===== config.mk =====
export PLATFORM = sky130hd
export DESIGN_NAME = gbp_chan
export DESIGN_NICKNAME = d
export VERILOG_FILES = /design/src/rtl/gbp_pkg.sv /design/src/rtl/gbp_chan.sv
export SDC_FILE = /design/constraint.sdc
export NUM_CORES = 2
export LEC_CHECK = 0
export BUFFER_PORTS_ARGS = -buffer_cell sky130_fd_sc_hd__buf_4
export CAP_MARGIN = 20
export CORE_MARGIN = 8
export CORE_UTILIZATION = 64
export CTS_CLUSTER_DIAMETER = 40
export DETAILED_ROUTE_END_ITERATION = 6
export GPL_TIMING_DRIVEN = 0
export PLACE_DENSITY = 0.82
export SYNTH_ARGS = -nofsm -noshare
export SYNTH_HDL_FRONTEND = slang
export SYNTH_SLANG_ARGS = --single-unit

===== constraint.sdc =====
create_clock -name clk -period 9.15 [get_ports clk]
set_input_delay 1.83 -clock clk [delete_from_list [all_inputs] [get_ports clk]]
set_output_delay 1.83 -clock clk [all_outputs]
set_load 0.01 [all_outputs]

===== src/rtl/gbp_pkg.sv =====
// ----------------------------------------------------------------------------
// Glyph alpha blend package
// Shared types, register indexes and helpers that derive each color channel's
// position and depth from its configured bit mask.
// ----------------------------------------------------------------------------
package gbp_pkg;

	localparam int NUM_CHAN    = 3;
	localparam int CH_STAGES   = 13;
	localparam int PIPE_STAGES = CH_STAGES + 1;
	localparam int CFG_IDX_W   = 2;

	// Register indexes of the configuration port.
	localparam logic [CFG_IDX_W-1:0] REG_RED_MASK   = 2'd0;
	localparam logic [CFG_IDX_W-1:0] REG_GREEN_MASK = 2'd1;
	localparam logic [CFG_IDX_W-1:0] REG_BLUE_MASK  = 2'd2;

	localparam logic [31:0] RED_MASK_RST   = 32'h00FF_0000;
	localparam logic [31:0] GREEN_MASK_RST = 32'h0000_FF00;
	localparam logic [31:0] BLUE_MASK_RST  = 32'h0000_00FF;

	// floor(x / 255) == (x * RECIP_255) >> 23 for every x below 65536.
	localparam logic [31:0] RECIP_255 = 32'h0000_8081;

	// Everything a channel needs to know about its field in the pixel.
	typedef struct packed {
		logic [31:0] mask;
		logic [4:0]  sh;     // trailing zeros of the mask
		logic [31:0] mx;     // 2^popcount - 1
		logic [30:0] half;   // mx / 2
		logic [24:0] kmul;   // (2^popcount - 2^(popcount mod 8)) / 255
		logic [2:0]  ksh;    // popcount mod 8
		logic        zero;   // empty mask
	} chan_cfg_t;

	function automatic logic [5:0] ones_count(input logic [31:0] m);
		logic [5:0] n;
		n = '0;
		for (int i = 0; i < 32; i++) begin
			n = n + 6'(m[i]);
		end
		return n;
	endfunction

	function automatic logic [4:0] trail_zeros(input logic [31:0] m);
		logic [4:0] n;
		n = '0;
		for (int i = 31; i >= 0; i--) begin
			if (m[i]) begin
				n = 5'(i);
			end
		end
		return n;
	endfunction

	function automatic chan_cfg_t derive_cfg(input logic [31:0] m);
		chan_cfg_t  c;
		logic [5:0] b;
		logic [24:0] rep;
		b = ones_count(m);
		// 2^b is 255 * k + 2^(b mod 8), so k is a run of 0x01 bytes shifted.
		case (b[5:3])
			3'd1:    rep = 25'h000_0001;
			3'd2:    rep = 25'h000_0101;
			3'd3:    rep = 25'h001_0101;
			3'd4:    rep = 25'h101_0101;
			default: rep = 25'h000_0000;
		endcase
		c.mask = m;
		c.sh   = trail_zeros(m);
		c.mx   = 32'((33'd1 << b) - 33'd1);
		c.half = c.mx[31:1];
		c.kmul = rep << b[2:0];
		c.ksh  = b[2:0];
		c.zero = (m == 32'd0);
		return c;
	endfunction

endpackage


===== src/rtl/gbp_chan.sv =====
// ----------------------------------------------------------------------------
// Glyph alpha blend color channel
// Extracts one channel from the destination pixel, blends it with the text
// color and converts the result back into the pixel's field, over 13 stages.
// ----------------------------------------------------------------------------
module gbp_chan (
	input  logic                          clk,
	input  logic [gbp_pkg::CH_STAGES:1]  en,
	input  gbp_pkg::chan_cfg_t            cfg,
	input  logic [31:0]                   dst,
	input  logic [7:0]                    src,
	input  logic [7:0]                    cov,
	output logic [31:0]                   field
);
	import gbp_pkg::*;

	// Restoring divide step: quotient bit on top, remainder below.
	function automatic logic [41:0] div_step(input logic [40:0] rem, input logic [40:0] dsh);
		logic [41:0] res;
		if (rem >= dsh) begin
			res = {1'b1, rem - dsh};
		end else begin
			res = {1'b0, rem};
		end
		return res;
	endfunction

	logic [31:0] v_s1;
	logic [7:0]  src_s1, cov_s1;
	logic [40:0] n_s2;
	logic [7:0]  src_s2, cov_s2;
	logic [40:0] r_s3, r_s4, r_s5;
	logic [7:0]  q_s3, q_s4, q_s5;
	logic        sat_s3, sat_s4, sat_s5;
	logic [7:0]  src_s3, cov_s3, src_s4, cov_s4, src_s5, cov_s5;
	logic [7:0]  d_s6, src_s6, cov_s6;
	logic [15:0] pa_s7, pb_s7;
	logic [15:0] x_s8;
	logic [7:0]  c_s9;
	logic [31:0] ck_s10;
	logic [15:0] in_s10;
	logic [31:0] ck_s11;
	logic [7:0]  iq_s11;
	logic [31:0] cv_s12;
	logic [31:0] field_s13;

	logic [40:0] dv;
	logic [41:0] st7, st6, st5, st4, st3, st2, st1, st0;
	logic [31:0] xm, im;

	always_comb begin
		dv  = 41'(cfg.mx);
		st7 = div_step(n_s2, dv << 7);
		st6 = div_step(st7[40:0], dv << 6);
		st5 = div_step(r_s3, dv << 5);
		st4 = div_step(st5[40:0], dv << 4);
		st3 = div_step(r_s4, dv << 3);
		st2 = div_step(st3[40:0], dv << 2);
		st1 = div_step(r_s5, dv << 1);
		st0 = div_step(st1[40:0], dv);
		xm  = 32'(x_s8) * RECIP_255;
		im  = 32'(in_s10) * RECIP_255;
	end

	always_ff @(posedge clk) begin
		if (en[1]) begin
			v_s1   <= (dst & cfg.mask) >> cfg.sh;
			src_s1 <= src;
			cov_s1 <= cov;
		end
		if (en[2]) begin
			n_s2   <= 41'({v_s1, 8'h00}) - 41'(v_s1) + 41'(cfg.half);
			src_s2 <= src_s1;
			cov_s2 <= cov_s1;
		end
		if (en[3]) begin
			// A quotient of 256 or more saturates at full scale.
			sat_s3 <= (n_s2 >= (dv << 8));
			r_s3   <= st6[40:0];
			q_s3   <= {st7[41], st6[41], 6'd0};
			src_s3 <= src_s2;
			cov_s3 <= cov_s2;
		end
		if (en[4]) begin
			sat_s4 <= sat_s3;
			r_s4   <= st4[40:0];
			q_s4   <= q_s3 | {2'd0, st5[41], st4[41], 4'd0};
			src_s4 <= src_s3;
			cov_s4 <= cov_s3;
		end
		if (en[5]) begin
			sat_s5 <= sat_s4;
			r_s5   <= st2[40:0];
			q_s5   <= q_s4 | {4'd0, st3[41], st2[41], 2'd0};
			src_s5 <= src_s4;
			cov_s5 <= cov_s4;
		end
		if (en[6]) begin
			if (cfg.zero) begin
				d_s6 <= 8'd0;
			end else if (sat_s5) begin
				d_s6 <= 8'hFF;
			end else begin
				d_s6 <= q_s5 | {6'd0, st1[41], st0[41]};
			end
			src_s6 <= src_s5;
			cov_s6 <= cov_s5;
		end
		if (en[7]) begin
			pa_s7 <= 16'(src_s6) * 16'(cov_s6);
			pb_s7 <= 16'(d_s6) * 16'(8'hFF - cov_s6);
		end
		if (en[8]) begin
			x_s8 <= pa_s7 + pb_s7;
		end
		if (en[9]) begin
			c_s9 <= xm[30:23];
		end
		if (en[10]) begin
			ck_s10 <= 32'(cfg.kmul) * 32'(c_s9);
			in_s10 <= (16'(c_s9) << cfg.ksh) - 16'(c_s9) + 16'd127;
		end
		if (en[11]) begin
			ck_s11 <= ck_s10;
			iq_s11 <= im[30:23];
		end
		if (en[12]) begin
			cv_s12 <= ck_s11 + 32'(iq_s11);
		end
		if (en[13]) begin
			field_s13 <= (cv_s12 << cfg.sh) & cfg.mask;
		end
	end

	assign field = field_s13;

endmodule


# Word-level counts from Yosys, hierarchy flattened
# Index checks and enable logic that the tools add are counted.
[classes]
add_sub_neg = 15
mul = 5
n_lt_le_gt_ge = 9
shift = 3
n_mux = 9
bitwise = 5
[op_table]
columns = ["operator", "count"]
rows = [
  ["two-way mux 42 bit", 8],
  ["bitwise AND 32 bit", 2],
  ["multiplier 16 x 16 -> 31 bit (second input constant)", 2],
  ["adder 41 x 31 -> 41 bit", 1],
  [">= comparator 41 x 32 -> 1 bit", 1],
  [">= comparator 41 x 33 -> 1 bit", 1],
  [">= comparator 41 x 34 -> 1 bit", 1],
  [">= comparator 41 x 35 -> 1 bit", 1],
  [">= comparator 41 x 36 -> 1 bit", 1],
  [">= comparator 41 x 37 -> 1 bit", 1],
  [">= comparator 41 x 38 -> 1 bit", 1],
  [">= comparator 41 x 39 -> 1 bit", 1],
  [">= comparator 41 x 40 -> 1 bit", 1],
  ["subtractor 40 x 32 -> 41 bit", 1],
  ["subtractor 41 x 32 -> 41 bit", 1],
  ["subtractor 41 x 33 -> 41 bit", 1],
  ["subtractor 41 x 34 -> 41 bit", 1],
  ["subtractor 41 x 35 -> 41 bit", 1],
  ["subtractor 41 x 36 -> 41 bit", 1],
  ["subtractor 41 x 37 -> 41 bit", 1],
  ["subtractor 41 x 38 -> 41 bit", 1],
  ["subtractor 41 x 39 -> 41 bit", 1],
  ["adder 32 x 8 -> 32 bit", 1],
  ["multiplier 25 x 8 -> 32 bit", 1],
  ["other kinds (13)", 13],
]
[word_totals]
register_bits = 529
input_bits = 191

# Logic depth before layout (Yosys ltp)
[depth]
depth_word = 6
mapped_depth = 28
mapped_depth_nobuf = 26

# Least setup slack after synthesis
# OpenSTA, ideal clock, no wires.
[synth_path]
kind = "input to register"
start = "input port cfg[61] in the netlist's numbering"
end = "register r_s3[27] (data pin)"
setup_time_ns = 0.260
t_arrival_ns = 7.581
required_ns = 8.890
slack_ns = 1.308
path_stages = 23
cell_sequence = "inv_1 fa_1 a211oi_1 o21bai_1 a22oi_2 o211ai_1 a41o_1 a41o_1 buf_1 clkbuf_1 a21oi_1 ha_1 nor2b_1 o31ai_1 a21oi_1 a2111oi_2 o221ai_1 o41ai_2 o211ai_1 or4b_1 buf_4 buf_6 mux2_4"
[synth_via]
elab_chain_cells = 4
word_cells_on_any_way = 6
cone_classes = "add/sub: 2; order compare: 2; mux: 2"
[synth_rtl]
columns = ["item", "line", "source"]
rows = [
  ["start, declared", "gbp_chan.sv:9", "input gbp_pkg::chan_cfg_t cfg,"],
  ["subtractor 41 x 39 -> 41 bit / >= comparator 41 x 39 -> 1 bit (equally long branches)", "gbp_chan.sv:21, gbp_chan.sv:20", ""],
  ["two-way mux 42 bit", "gbp_chan.sv:20", "if (rem >= dsh) begin"],
  ["subtractor 41 x 38 -> 41 bit / >= comparator 41 x 38 -> 1 bit (equally long branches)", "gbp_chan.sv:21, gbp_chan.sv:20", ""],
  ["two-way mux 42 bit *", "gbp_chan.sv:20", ""],
  ["net st6[27]", "gbp_chan.sv:48", "logic [41:0] st7, st6, st5, st4, st3, st2, st1, st0;"],
  ["end signal, assigned", "gbp_chan.sv:79", "r_s3 <= st6[40:0];"],
  ["end, declared", "gbp_chan.sv:32", "logic [40:0] r_s3, r_s4, r_s5;"],
]
# The timed path passes the listed nets; every way through them passes the cells marked *.
# A chain may end at the register's enable or synchronous reset.

# Worst setup path in the final report
[layout_path]
start = "input port cfg[63] in the netlist's numbering"
end = "register r_s5[26] (data pin)"
[layout_via]
elab_chain_cells = 4
word_cells_on_any_way = 6
cone_classes = "add/sub: 2; order compare: 2; mux: 2"
[layout_rtl]
columns = ["item", "line", "source"]
rows = [
  ["subtractor 41 x 35 -> 41 bit / >= comparator 41 x 35 -> 1 bit (equally long branches)", "gbp_chan.sv:21, gbp_chan.sv:20", ""],
  ["two-way mux 42 bit", "gbp_chan.sv:20", ""],
  ["subtractor 41 x 34 -> 41 bit / >= comparator 41 x 34 -> 1 bit (equally long branches)", "gbp_chan.sv:21, gbp_chan.sv:20", ""],
  ["two-way mux 42 bit *", "gbp_chan.sv:20", ""],
  ["net st2[26]", "gbp_chan.sv:48", ""],
  ["end signal, assigned", "gbp_chan.sv:93", "r_s5 <= st2[40:0];"],
  ["end, declared", "gbp_chan.sv:32", ""],
]
# Marked as above.

==> impl_metrics.csv <==
group,metric,value,unit
status,status,"finished, final reports clean",
timing,whs,0.401,ns
synthesis,synth.ff_latch_count,523,
worst_setup_path,crit_top_cell,"o21ai_0",
layout,post-route-util,0.714,
timing,slew_viol_final,0,
worst_setup_path,slowest_delay,0.57,ns
worst_setup_path,cp_top_family,"compound AO/OA/AOI/OAI gates",
cts,clkTransAtPathRegs,0.06,ns
layout,nFillCells,6129,
placed_design,io_buffers,219,
cts,cts.sinks,523,
detailed_routing,drtIter0Drc,3409,
cts,clkLatencyLatePin,0.66,ns
floorplanning,die_h,302,µm
layout,final-seq-area,15700,µm²
cts,cts_buffer_depth,3,
worst_setup_path,cp_slowest_cell,"o21ai_0",
floorplanning,fp-row-count,105,
cts,cts_hold_buf,0,
global_route,grt_usage,0.318,
placed_design,gp_congestion,0.996,
worst_setup_path,required,9.54,ns
worst_setup_path,cp_max_fo,10,
worst_setup_path,rr_endpoint,"r_s5[26]",
synthesis,synth_edf_count,523,
synthesis,synth_nets,6623,
layout,final_cells,7002,
cts,cts_made_buffers,81,
placed_design,dp_hpwl,117000,µm
worst_setup_path,rrSetupSlack,1.33,ns
worst_setup_path,critPathKind,"input pin to register",
timing,period_needed,8.88,ns
worst_hold_path,hp-class,"register to register",
layout,multi_input_comb_area,34000,µm²
floorplanning,die_width,302,µm
cts,cts_tree,"yes",
layout,fin_nets,6932,
worst_hold_path,holdPathStages,0,
run,drv_cap,0,
worst_setup_path,cp.arrival,9.27,ns
synthesis,ys_seq_area_frac,0.300,
layout,synthToLayoutAreaGrowth,11.2,%
synthesis,synth_area,52400,µm²
detailed_routing,vias_per_cell,6.22,
detailed_routing,drc,0,
timing,clock-skew-final,0.0326,ns
worst_setup_path,r2r-start,"r_s4[3]",
worst_setup_path,crit_path_end_kind,"register",
synthesis,yosysTopAreaCellShare,0.300,
detailed_routing,drtAntennaViolNets,0,
detailed_routing,wl,147000,µm
worst_hold_path,holdPathEnd,"ck_s11[13]",
synthesis,synth_ff_type,"edfxtp_1",
placed_design,dp.cells,6843,
timing,tightest_slew,0.891,ns
floorplanning,io_pins,223,
placed_design,placed_cell_area,55400,µm²
detailed_routing,via_count,43578,
synthesis,netlist_instances,5554,
timing,setup_viol_count_final,0,
floorplanning,coreArea,81600,µm²
worst_setup_path,worstSetupStartpointType,"input pin",
global_route,grt_pass1_vias,43673,
timing,hold_viol_final,0,
floorplanning,start_util,0.642,
synthesis,yosys_warnings,0,
layout,drive_above_1_share,0.0919,
global_route,grt_max_degree,65,
global_route,antenna_found_initial,3,
detailed_routing,first_pass_iters,7,
cts,ctsRootBufferMaster,"clkbuf_16",
synthesis,netlist-cell-type-count,94,
timing,max_freq,113,MHz
synthesis,avgSynthCellArea,9.43,µm²
timing,finalCritPeriodShare,0.971,
timing,relSlewSlack,0.406,
layout,finalInstanceArea,58200,µm²
worst_setup_path,path_cells,"buf_4 -> inv_1 -> ha_1 -> and3_1 -> a221o_1 -> o211ai_2 -> o41ai_2 -> a211oi_2 -> buf_2 -> clkbuf_1 -> o21ai_0 -> ha_1 -> a21oi_1 -> o211a_1 -> o2111ai_1 -> o21ai_0 -> o21ai_0 -> a41oi_1 -> a21o_1 -> o21ai_1 -> nor4_4 -> buf_4 -> mux2_2",
worst_setup_path,worst-r2r-cell-count,24,
global_route,grt_overflow,0,
worst_hold_path,min-delay-start,"ck_s10[13]",
floorplanning,fp.dieArea,91300,µm²
synthesis,yosysTopAreaCell,"edfxtp_1",
synthesis,async_reset_ff_frac,0,
synthesis,synth_top_cells_by_area,"edfxtp_1, ha_1, fa_1",
detailed_routing,routedWlPerCell,21.0,µm
worst_setup_path,critPathBufInv,5,
cts,h-tree-depth,3,
global_route,grt_pass1_wl,230000,µm
-- Yosys cell counts, types with 14 or more instances --
| master | count |
|---|---|
| a211oi_1 | 51 |
| a21boi_0 | 25 |
| a21o_1 | 142 |
| a21oi_1 | 421 |
| a221oi_1 | 14 |
| a31o_2 | 14 |
| a31oi_1 | 36 |
| and2_1 | 167 |
| and3_1 | 51 |
| and4_1 | 14 |
| buf_1 | 20 |
| clkbuf_1 | 126 |
| edfxtp_1 | 523 |
| fa_1 | 244 |
| ha_1 | 634 |
| inv_1 | 532 |
| mux2_2 | 82 |
| mux2i_1 | 77 |
| nand2_1 | 468 |
| nand2b_1 | 80 |
| nand3_1 | 114 |
| nand4_1 | 67 |
| nor2_1 | 401 |
| nor2b_1 | 100 |
| nor3_1 | 67 |
| nor4_1 | 19 |
| o211ai_1 | 28 |
| o21a_1 | 60 |
| o21ai_0 | 294 |
| o21bai_1 | 52 |
| o31ai_1 | 22 |
| or2_2 | 23 |
| or3_1 | 17 |
| xnor2_1 | 249 |
| xor2_1 | 94 |
-- through the flow --
stage | worst slack, ns | TNS [ns]
2_1_floorplan | 1.31 | 0
3_3_place_gp | -1.02 | -62.60
3_5_place_dp | -1.07 | -70.95
4_1_cts | 0.0140 | 0
5_1_grt | -0.0128 | -0.0165
6_report | 0.268 | 0
-- metal layers --
metal  up-vias  GRT usage  wire length, µm
li1      20462          -                -
met1     20808      0.392            58000
met2      1851      0.541            71000
met3       457     0.0559            10700
met4         0      0.150             7370
met5         -          0                0
-- logic make-up (layout without fill, tap and decap cells) --
family	count (synthesis)	after routing	share of synthesized area
AOI/OAI and AO/OA	1304	1304	0.157
xor gates and xnor gates	343	343	0.0573
adders and majority gates	878	878	0.245
buffers and inverters	697	1073	0.0509
DFF	523	523	0.300
muxes	178	178	0.0392
other	0	2	0
and+or+nand+nor	1631	1631	0.152
-- worst max path at each step --
stage | startpoint | endpoint | cells after the start
after global placement | cfg[61] | r_s4[20] | 26
after CTS | cfg[81] | r_s3[6] | 27
after global routing | cfg[68] | r_s3[22] | 26
after floorplan | cfg[61] | r_s3[27] | 23
final | cfg[63] | r_s5[26] | 23
after detailed placement | cfg[61] | r_s4[21] | 26
-- final cells by class --
cell class,instances,share of cell area
antenna,2,0.0000859
sequential,523,0.270
inverter,537,0.0349
tap,1070,0.0230
clock inverter,62,0.0120
timing repair buffer,227,0.0293
clock buffer,88,0.0353
multi-input combinational,4334,0.585
buffer,159,0.0113
-- state kept, by name, indices dropped and copies added (netlist names), 32 cells and up --
name    cells
ck_s11     32
r_s4       41
cv_s12     32
field      32
ck_s10     32
r_s3       41
n_s2       41
v_s1       32
r_s5       41
-- cell usage in the layout (no fill, tap or decap), drive strengths merged, types with 90 or more instances in the layout --
cell type	instances
xnor2	249
nand3	114
mux2	90
a21o	142
buf	257
clkbuf	217
xor2	94
nor2	401
ha	634
edfxtp	523
a21oi	422
and2	167
nand2	468
inv	547
fa	244
nor2b	100
o21ai	303
-- worst register-to-register path: stages, from the launching register on --
cell and delay [ns]:
edfxtp_1 0.40, inv_1 0.07, ha_1 0.16, inv_1 0.06
fa_1 0.42, a21o_1 0.21, a221o_1 0.38, o211ai_2 0.30
o41ai_2 0.16, a211oi_2 0.50, buf_2 0.38, clkbuf_1 0.45
o21ai_0 0.29, ha_1 0.41, a21oi_1 0.21, o211a_1 0.22
o2111ai_1 0.11, o21ai_0 0.57, o21ai_0 0.33, a41oi_1 0.41
a21o_1 0.17, o21ai_1 0.16, nor4_4 0.48, buf_4 0.32
mux2_2 0.38
-- repair_timing --
action / 4_1_cts / 5_1_grt
gates resized for setup: 2 / 20
setup endpoints to repair: 62 / 100
buffers inserted: 7 / 1
pin swaps: 1 / 1
Power is left out: the tool's default activity adds up to more than one toggle a clock period on the data nets, which glitch-free logic cannot reach.
